$ cat src/hw/rtl/std_pkg.sv
package std_pkg;

  localparam int unsigned TaskW = 11;

  typedef enum logic [1:0] {
    OP_START   = 2'd0,
    OP_REQUEST = 2'd1,
    OP_FOUND   = 2'd2,
    OP_UNUSED  = 2'd3
  } op_t;

  typedef enum logic [2:0] {
    KIND_READY   = 3'd0,
    KIND_ASSIGN  = 3'd1,
    KIND_NO_MORE = 3'd2,
    KIND_STOP    = 3'd3,
    KIND_FOUND   = 3'd4
  } kind_t;

  typedef enum logic [1:0] {
    REG_MODE    = 2'd0,
    REG_SEED    = 2'd1,
    REG_STOP1ST = 2'd2,
    REG_WORKERS = 2'd3
  } reg_idx_t;

  typedef struct packed {
    logic [1:0]  operation;
    logic [7:0]  requester;
    logic [63:0] found_index;
  } in_item_t;

  typedef struct packed {
    logic [2:0]       kind;
    logic [7:0]       destination;
    logic [TaskW-1:0] task_id;
    logic [63:0]      reported_index;
    logic             all_done;
  } out_item_t;

  typedef enum logic [3:0] {
    ST_IDLE,
    ST_FILL,
    ST_DRAW,
    ST_MIX1,
    ST_MIX1B,
    ST_MIX2,
    ST_MIX2B,
    ST_MIX3,
    ST_DIV,
    ST_RD,
    ST_SWAP,
    ST_REQ,
    ST_OUT
  } state_t;

  // controller -> datapath
  typedef struct packed {
    logic load;       // capture request, init counters
    logic fill_clr;   // index := 0
    logic fill_step;  // write table[idx]=idx, idx++
    logic draw;       // advance generator
    logic mix1;       // partial products of first mix step
    logic mix2;       // partial products of second mix step
    logic mix_sum;    // combine partial products into z
    logic div_start;  // start modulo
    logic rd;         // read table[i] and table[j]
    logic swap;       // write back, i--
    logic req_rd;     // read table at position
    logic finish;     // build result
  } cmd_t;

  // datapath -> controller
  typedef struct packed {
    logic fill_last;
    logic div_done;
    logic shuf_last;
  } sts_t;

endpackage

$ cat src/hw/rtl/std_ctrl.sv
module std_ctrl (
  input  logic          clk,
  input  logic          rst,
  input  logic          in_valid,
  output logic          in_stall,
  output logic          out_valid,
  input  logic          out_stall,
  input  logic [1:0]    op,
  input  logic          mode,
  output std_pkg::cmd_t cmd,
  input  std_pkg::sts_t sts
);
  import std_pkg::*;

  state_t state, state_next;
  logic   hold, hold_next;

  always_ff @(posedge clk) begin
    if (rst) begin
      state <= ST_IDLE;
      hold  <= 1'b0;
    end else begin
      state <= state_next;
      hold  <= hold_next;
    end
  end

  // a finished result waits in the output register while idle accepts the next
  assign out_valid = hold;
  assign in_stall  = (state != ST_IDLE);

  always_comb begin
    state_next = state;
    cmd        = '0;
    hold_next  = hold && out_stall;
    unique case (state)
      ST_IDLE: begin
        if (in_valid && !in_stall) begin
          cmd.load = 1'b1;
          unique case (op_t'(op))
            OP_START:   state_next = mode ? ST_FILL : ST_OUT;
            OP_REQUEST: state_next = ST_REQ;
            OP_FOUND:   state_next = ST_OUT;
            default:    state_next = ST_IDLE;
          endcase
          cmd.fill_clr = 1'b1;
        end
      end
      ST_FILL: begin
        cmd.fill_step = 1'b1;
        if (sts.fill_last) state_next = ST_DRAW;
      end
      ST_DRAW:  begin cmd.draw = 1'b1; state_next = ST_MIX1; end
      ST_MIX1:  begin cmd.mix1 = 1'b1; state_next = ST_MIX1B; end
      ST_MIX1B: begin cmd.mix_sum = 1'b1; state_next = ST_MIX2; end
      ST_MIX2:  begin cmd.mix2 = 1'b1; state_next = ST_MIX2B; end
      ST_MIX2B: begin cmd.mix_sum = 1'b1; state_next = ST_MIX3; end
      ST_MIX3:  begin cmd.div_start = 1'b1; state_next = ST_DIV; end
      ST_DIV:   if (sts.div_done) state_next = ST_RD;
      ST_RD:    begin cmd.rd = 1'b1; state_next = ST_SWAP; end
      ST_SWAP: begin
        cmd.swap = 1'b1;
        state_next = sts.shuf_last ? ST_OUT : ST_DRAW;
      end
      ST_REQ:  begin cmd.req_rd = 1'b1; state_next = ST_OUT; end
      ST_OUT: begin
        if (!hold) begin
          cmd.finish = 1'b1;
          hold_next  = 1'b1;
          state_next = ST_IDLE;
        end
      end
      default: state_next = ST_IDLE;
    endcase
  end
endmodule

$ cat config.mk
export PLATFORM = sky130hd
export DESIGN_NAME = std_ctrl
export DESIGN_NICKNAME = d
export VERILOG_FILES = /design/src/hw/rtl/std_pkg.sv /design/src/hw/rtl/std_ctrl.sv
export SDC_FILE = /design/constraint.sdc
export NUM_CORES = 1
export LEC_CHECK = 0
export BUFFER_PORTS_ARGS = -buffer_cell sky130_fd_sc_hd__buf_2
export CAP_MARGIN = 20
export CELL_PAD_IN_SITES_DETAIL_PLACEMENT = 2
export CELL_PAD_IN_SITES_GLOBAL_PLACEMENT = 2
export CORE_ASPECT_RATIO = 1.4
export CORE_MARGIN = 4
export CORE_UTILIZATION = 23
export CTS_BUF_LIST = sky130_fd_sc_hd__clkbuf_16
export DETAILED_ROUTE_END_ITERATION = 7
export PLACE_DENSITY = 0.76
export SLEW_MARGIN = 20
export SYNTH_ARGS = -nofsm -noshare
export SYNTH_HDL_FRONTEND = slang
export SYNTH_SLANG_ARGS = --single-unit
$ cat constraint.sdc
create_clock -name clk -period 1.4 [get_ports clk]
set_input_delay 0.07 -clock clk [delete_from_list [all_inputs] [get_ports clk]]
set_output_delay 0.07 -clock clk [all_outputs]
set_load 0.05 [all_outputs]
==> results of run 1 <==
## final cells by class
cell class                 count  area (sq um)  area share
inverter                       3         11.26     0.01245
timing repair buffer          35         242.7      0.2683
clock inverter                 1         3.754    0.004149
clock buffer                   3         75.07     0.08299
tap                           22         27.53     0.03043
multi-input combinational     64         427.9      0.4730
sequential                     5         116.4      0.1286
## sequential cells by signal, indices dropped and copies added, names as in the netlist
name,cells
state,4
out_valid,1
## cells in the final DEF (no fill, tap or decap), types with 4 or more instances in the layout
cell	synthesis	layout
nand2_1	7	7
nor2b_1	4	4
clkbuf_4	0	6
buf_4	2	16
nor2_2	1	4
a21oi_1	7	7
nor2_1	11	8
nand2b_1	6	5
o21ai_0	4	4
buf_2	3	11
dfxtp_4	0	4
inv_1	3	4
nor3_2	0	6
## logic make-up after synthesis
logic type | synth area share
AND/OR/NAND/NOR | 0.3908
flip-flops | 0.1839
adder cells (fa/ha/maj) | 0.06897
multiplexers | 0.05517
AO/OA/AOI/OAI | 0.1954
buffers and inverters | 0.1057
## per-stage QoR
stage	power [uW]	cell area (sq um)	setup TNS (ns)
3_5_place_dp	1484	760.7	-0.09705
4_1_cts	2023	859.6	-0.06450
2_1_floorplan	1141	574.3	-0.2568
3_3_place_gp	1438	760.7	0
6_report	2091	904.6	0
5_1_grt	2228	904.6	-0.04236
## routing by layer
metal  up-vias  share of wire  global-route usage
met5         -              0                   0
met2        15           0.54              0.2718
li1        339              -                   -
met3         2          0.035             0.01587
met1       353           0.42              0.1434
met4         0         0.0042             0.04270
## critical path, stage by stage, from the launching register on
cell and delay, ns:
dfxtp_4 0.38, nand2b_2 0.25, nor3_2 0.18, buf_4 0.24
## path summary, 6_finish.rpt
kind | endpoint | cells after the start | from
max | cmd[9] | 3 | state[2]
min | out_valid | 2 | rst
max reg2reg | state[3] | 4 | state[1]
min reg2reg | out_valid | 2 | out_valid
## what timing repair did
| action | in CTS | in global routing |
|---|---|---|
| resized for setup | 9 | 19 |
| gates cloned | 0 | 0 |
| endpoints found under the setup margin | 17 | 13 |
## power by group
group,internal (uW),leakage (uW),switching (uW),total [uW]
Combinational,498,0.000344,773,1270
Sequential,212,0.0000442,144,356
Clock,370,0.0000423,93.1,463
==> impl_metrics.tcl, run 1 <==
set metrics [dict create \
    start_kind "register" \
    grt_pass1_vias 746 \
    synth_area_leaders "dfxtp_1, nor2_1, ha_1" \
    fmax_mhz 743.9 \
    cts_max_level 1 \
    critical_path_class "register to output port" \
    status "finished clean" \
    die_x_um 49.12 \
    drive_above_1_share 0.5045 \
    end_kind "output port" \
    antenna_found_initial 0 \
    drc 0 \
    tightest_slew_ns 0.2923 \
    pre_cts_slack_ns -0.04007 \
    dpl.cell_count 129 \
    vias 709 \
    clk-insertion-delay-late_ns 0.23 \
    start_util 0.2444 \
    overflow 0 \
    async_flop_share 0 \
    hold_buffers 0 \
    diodes 0 \
    drt_iter0_drc 15 \
    yosys_register_bits 5 \
    core_area_sq_um 2227 \
    rows 20 \
    fin_util 0.4062 \
    synth_top_flop_cell "dfxtp_1" \
    cts.sinks 5 \
    cts_root_buffer "clkbuf_16" \
    syn2layout_area_growth_pct 66.21 \
    crit_required_ns 1.33 \
    syn_area_per_cell_sq_um 6.890 \
    die_y_um 65.56 \
    instances_no_fill 133 \
    path_clk_slew_ns 0.03 \
    yosys_warnings 0 \
    skew_ns 0.001142 \
    viasPerCell 5.331 \
    synthMostInstantiatedCell "nor2_1" \
    dr.pass1.iters 6 \
    num-fill-cells 258 \
    cts_setup_buffers 0 \
    numCtsBuffers 3 \
    p_leak_uw 0.0004308 \
    grt_pass1_wl_um 3429 \
    netlist_instances 79 \
    numPortBuffers 23 \
    p_per_area_nw_per_um2 2311 \
    crit_fanout 12 \
    hold_class "primary input to register" \
    gp_congestion 0.7422 \
    track_usage 0.1359 \
    maxCapViolCount 0 \
    period_minus_slack_ns 1.344 \
    wire_per_inst_um 16.05 \
    synth-edff-count 0 \
    cts_max_path_buffers 2 \
    synth_top_area_cell "dfxtp_1" \
    ios 24 \
    final_hold_viol_count 0 \
    grt_max_degree 15 \
    synth_area_sq_um 544.3 \
    yosys.area.top_type_share 0.1839 \
    irDropWorstVdd_uv 899.7 \
    wl_um 2135 \
    die-area_sq_um 3220 \
    holdWs_ns 0.06797 \
    worstPathArrival_ns 1.27 \
    r2r_slack_ns 0.06 \
    dp_hpwl_um 1579 \
    setup_slack_ns 0.05582 \
    period_share 0.9601 \
    postRouteAntennaNets 0 \
    slew_headroom 0.8045 \
    num-nets-final 125 \
    syn_nets 92 \
    setup_viol_count_final 0 \
    final-max-slew-violation-count 0 \
    cts_tree "built" \
    synthDistinctLibCells 26 \
    synth_common_cells "nor2_1, a21oi_1, nand2_1, nor3_1, nand2b_1" \
    yosysSeqAreaShare 0.1839 \
]
(Power assumes the default switching activity.)
==> run 2: changes to the inputs <==
GPL_TIMING_DRIVEN = 0   (was default)
SLEW_MARGIN = default   (was 20)
==> run 2 against run 1 <==
Against the previous run:
- register-to-register slack hardly changed
- largest cell class unchanged
- critical path depth increased by 3
- sequential power down 21%
- sequential share of layout area fell by 1.3 points
- fmax fell by 3.4%
- setup slack lost 0.047 ns
- clock skew decreased by 0.00081 ns
- first-iteration DRC count down 20%
- design area is 5.0% higher
- worst hold slack improved by 0.020 ns
- clock power is 4% higher
==> impl_metrics.tcl, run 2 (synthesized netlist as in run 1, its figures left out) <==
set metrics [dict create \
    clk-insertion-delay-late_ns 0.23 \
    ios 24 \
    vias 691 \
    setup_slack_ns 0.008751 \
    path_clk_slew_ns 0.04 \
    r2r_slack_ns 0.05 \
    start_kind "register" \
    mostFrequentLayoutCells "buf_2, buf_4, nor2_1" \
    largest_register_ffs 4 \
    core_area_sq_um 2227 \
    path_depth 6 \
    grt_max_degree 11 \
    cts_max_path_buffers 2 \
    drt_iter0_drc 12 \
    regToRegStartpoint "state[3]" \
    die_x_um 49.12 \
    grt_pass1_wl_um 4008 \
    numPortBuffers 23 \
    final-max-slew-violation-count 0 \
    p_leak_uw 0.0004393 \
    num-nets-final 124 \
    setup_viol_count_final 0 \
    irDropWorstVdd_uv 1163 \
    numCtsBuffers 3 \
    hold_buffers 0 \
    end_kind "output port" \
    hold-path-cell-count 2 \
    drive_above_1_share 0.4909 \
    final_common_cell "buf_2" \
    die-area_sq_um 3220 \
    largest_register "state" \
    path_cells "buf_6 > buf_12 > nor2_4 > and3_4 > buf_6 > buf_8" \
    status "finished clean" \
    dp_hpwl_um 1649 \
    critical_path_class "register to output port" \
    crit_start "state[0]" \
    cpMostUsedCell "buf_6" \
    skew_ns 0.0003312 \
    p_per_area_nw_per_um2 2355 \
    gp_congestion 0.7522 \
    cts.sinks 5 \
    crit_buf_inv 4 \
    holdWs_ns 0.08790 \
    crit_fanout 8 \
    diodes 0 \
    cts_max_level 1 \
    drc 0 \
    die_y_um 65.56 \
    period_share 0.9937 \
    worstSetupEndpoint "cmd[11]" \
    rows 20 \
    maxCapViolCount 0 \
    cts_tree "built" \
    wire_per_inst_um 18.12 \
    cts_root_buffer "clkbuf_16" \
    hold_class "primary input to register" \
    slowest_stage "dfxtp_1" \
    max_stage_delay_ns 0.30 \
    track_usage 0.1670 \
    grt_pass1_vias 795 \
    slew_headroom 0.7770 \
    fmax_mhz 718.8 \
    antenna_found_initial 0 \
    rr_worst_depth 5 \
    worstPathArrival_ns 1.32 \
    final_hold_viol_count 0 \
    postRouteAntennaNets 0 \
    crit_required_ns 1.33 \
    dr.pass1.iters 4 \
    tightest_slew_ns 0.3322 \
    wl_um 2392 \
    overflow 0 \
    start_util 0.2444 \
    pre_cts_slack_ns -0.01581 \
    reg2reg_to "state[2]" \
    critPathTopFamily "buffers and inverters" \
    rsz0062_at_grt "yes" \
    period_minus_slack_ns 1.391 \
    syn2layout_area_growth_pct 74.48 \
    viasPerCell 5.235 \
]
-- run 2: power breakdown --
part | switching (uW) | internal (uW) | total [uW]
combinational | 895 | 577 | 1470
clock | 111 | 371 | 482
sequential | 77.8 | 204 | 282
total | 1080 | 1150 | 2240
-- run 2: through the flow --
stage / total power [uW] / cells / area (sq um) / TNS (ns) / util
5_1_grt: 2379 / 132 / 949.7 / -0.09493 / 0.4264
3_3_place_gp: 1379 / 124 / 716.9 / 0 / 0.3219
6_report: 2236 / 132 / 949.7 / 0 / 0.4264
2_1_floorplan: 1141 / 79 / 574.3 / -0.2568 / -
3_5_place_dp: 1414 / 124 / 716.9 / -0.01581 / 0.3219
4_1_cts: 2171 / 132 / 915.9 / -0.006491 / 0.4112
-- run 2: how the worst min path moves through the flow --
stage	start	to	slack, ns
final	rst	out_valid	0.09
after global routing	rst	out_valid	0.11
after CTS	rst	out_valid	0.08
after detailed placement	rst	out_valid	0.32
after global placement	rst	out_valid	0.30
after floorplan	rst	out_valid	0.13
-- run 2: area by class of cell --
cell class	count	area (sq um)
clock inverter	1	3.754
timing repair buffer	28	196.4
fill	258	1277
multi-input combinational	64	445.4
clock buffer	3	75.07
tap	22	27.53
sequential	5	110.1
inverter	3	11.26
buffer	6	80.08
-- run 2: worst register-to-register path, cell delays in order (launching register included) --
cell and delay, ns:
dfxtp_2 0.33, buf_6 0.15, a21oi_1 0.15, nor3b_1 0.07, a311oi_1 0.34, o32ai_1 0.17
-- run 2: timing repair --
action                                  in CTS  in global routing
gates resized for setup                     28                 14
setup buffers                                4                  1
pin swaps                                    2                  5
endpoints found under the setup margin      13                 14
-- run 2: routing by layer --
metal	track usage	part of all wire
met1	0.1726	0.37
met2	0.3188	0.56
met3	0.01814	0.039
met4	0.09609	0.023
met5	0	0
==> run 3: changes to the inputs <==
BUFFER_PORTS_ARGS = default   (was -buffer_cell sky130_fd_sc_hd__buf_2)
CORE_ASPECT_RATIO = default   (was 1.4)
CORE_UTILIZATION = 30   (was 23)
DONT_BUFFER_PORTS = 1   (was default)
PLACE_DENSITY = 0.74   (was 0.76)
==> run 3 against run 2 <==
Against the previous run:
- the flow now finishes with violations (negative setup slack)
- global-route usage grew 6.8 points
- critical path depth shrank 2
- clock skew is essentially flat
- flip-flop and latch count is the same
- sequential power is essentially flat
- setup slack lost 0.13 ns
- register-to-register slack lost 0.17 ns
- cell count shrank 6.1%
- combinational power grew 18%
- clock power shrank 3%
- first-iteration DRC count grew 25%
- largest power group unchanged
==> impl_metrics.tcl, run 3 (synthesized netlist as in run 1, its figures left out) <==
set metrics [dict create \
    status "complete, but fails checks" \
    violations "negative setup slack" \
    final-max-slew-violation-count 0 \
    worstPathArrival_ns 1.45 \
    multiInputGateArea_sq_um 518.0 \
    core_area_sq_um 1727 \
    p_per_area_nw_per_um2 2486 \
    crit_required_ns 1.33 \
    path_cells "buf_8 > nor2_2 > and3_4 > buf_8" \
    diodes 0 \
    cts_tree "built" \
    largest_register_ffs 4 \
    slowest_stage "dfxtp_2" \
    tightest_slew_ns 0.6158 \
    start_kind "register" \
    num-nets-final 113 \
    largest_register "state" \
    seq_area_sq_um 105.1 \
    wl_um 3017 \
    grt_pass1_wl_um 4347 \
    overflow 0 \
    crit_start "state[1]" \
    final_common_cell "buf_4" \
    clk-insertion-delay-late_ns 0.23 \
    cts_root_buffer "clkbuf_16" \
    cts_max_path_buffers 2 \
    setup_slack_ns -0.1247 \
    fmax_mhz 655.9 \
    postRouteAntennaNets 0 \
    die_y_um 50.60 \
    skew_ns 0.0008246 \
    crit_buf_inv 2 \
    max_stage_delay_ns 0.37 \
    start_util 0.3152 \
    die-area_sq_um 2560 \
    numPortBuffers 0 \
    regToRegStartpoint "state[3]" \
    pre_cts_slack_ns -0.3949 \
    slew_headroom 0.5882 \
    syn2layout_area_growth_pct 82.76 \
    gp_congestion 0.7777 \
    drt_iter0_drc 15 \
    drive_above_1_share 0.5152 \
    grt_max_degree 11 \
    maxCapViolCount 0 \
    rr_worst_depth 5 \
    r2r_slack_ns -0.12 \
    final_hold_viol_count 0 \
    setup_viol_count_final 6 \
    end_kind "output port" \
    worstSetupEndpoint "cmd[11]" \
    die_x_um 50.60 \
    mostFrequentLayoutCells "buf_4, a21oi_1, nor3_4, nor2_4, nor2_1" \
    total_power_uw 2473 \
    num-fill-cells 172 \
    path_clk_slew_ns 0.03 \
    ios 24 \
    fin_setup_tns_ns -0.4363 \
    fin_util 0.5761 \
    cts_max_level 1 \
    irDropWorstVdd_uv 1526 \
    hold_class "primary input to register" \
    antenna_found_initial 0 \
    reg2reg_to "state[0]" \
    period_share 1.089 \
    cts.sinks 5 \
    period_minus_slack_ns 1.525 \
    wire_per_inst_um 24.33 \
    numCtsBuffers 3 \
    p_leak_uw 0.0003996 \
    dr.pass1.iters 5 \
    track_usage 0.2349 \
    rows 15 \
    drc 0 \
    critPathTopFamily "simple AND/OR/NAND/NOR gates" \
    vias 699 \
    rsz0062_at_grt "yes" \
    path_depth 4 \
    cpMostUsedCell "buf_8" \
    critical_path_class "register to output port" \
    dp_hpwl_um 1330 \
    crit_fanout 10 \
    grt_pass1_vias 790 \
    viasPerCell 5.637 \
]
[run 3: changes by cell type in the layout (fill, tap and decap cells not counted), moves of 3 or more]
cell    before  now
buf_2       13    0
buf_4        9   13
buf_6        7    3
nor3_2       4    0
nor3_4       1    5
nor2_1       8    5
nor2_4       2    5
[run 3: per-layer routing]
layer / vias to the layer above / share of wire / track usage
li1: 316 / - / -
met1: 340 / 0.39 / 0.2713
met2: 32 / 0.51 / 0.4239
met3: 11 / 0.051 / 0.02967
met4: 0 / 0.044 / 0.1076
met5: - / 0 / 0
[run 3: worst min path at each step]
stage	start	end	slack, ns	depth (start not counted)
6_report	out_stall	out_valid	0.02	2
5_1_grt	rst	state[3]	0.04	2
4_1_cts	out_stall	out_valid	0.01	2
3_5_place_dp	rst	out_valid	0.14	1
3_3_place_gp	rst	out_valid	0.14	1
2_1_floorplan	rst	out_valid	0.13	1
[run 3: metrics by stage]
| step | hold WS (ns) | cells | instance area, sq um |
|---|---|---|---|
| floorplan | 0.1350 | 79 | 574.3 |
| global placement | 0.1367 | 104 | 605.6 |
| detailed placement | 0.1391 | 104 | 605.6 |
| CTS | 0.01401 | 122 | 963.4 |
| global route | 0.04466 | 124 | 994.7 |
| finish | 0.01885 | 124 | 994.7 |
[run 3: area by class of cell]
type,instances,share of cell area
clock buffer,3,0.07547
tap,25,0.03145
sequential,5,0.1057
timing repair buffer,17,0.1597
buffer,6,0.08805
multi-input combinational,64,0.5208
inverter,3,0.01509
clock inverter,1,0.003774
[run 3: report_power, final]
part / leakage, uW / switching [uW] / internal (uW)
Clock: 0.0000423 / 96.8 / 370
Sequential: 0.0000427 / 84.1 / 195
Combinational: 0.000315 / 1070 / 658
Total: 0.000400 / 1250 / 1220
[run 3: repair_timing]
action                                 4_1_cts  5_1_grt
pin swaps                                    8        6
gates resized for setup                     39        7
buffers inserted                            13        3
endpoints found under the hold margin        2        0
hold buffers                                 1        0
setup endpoints to repair                   15       13
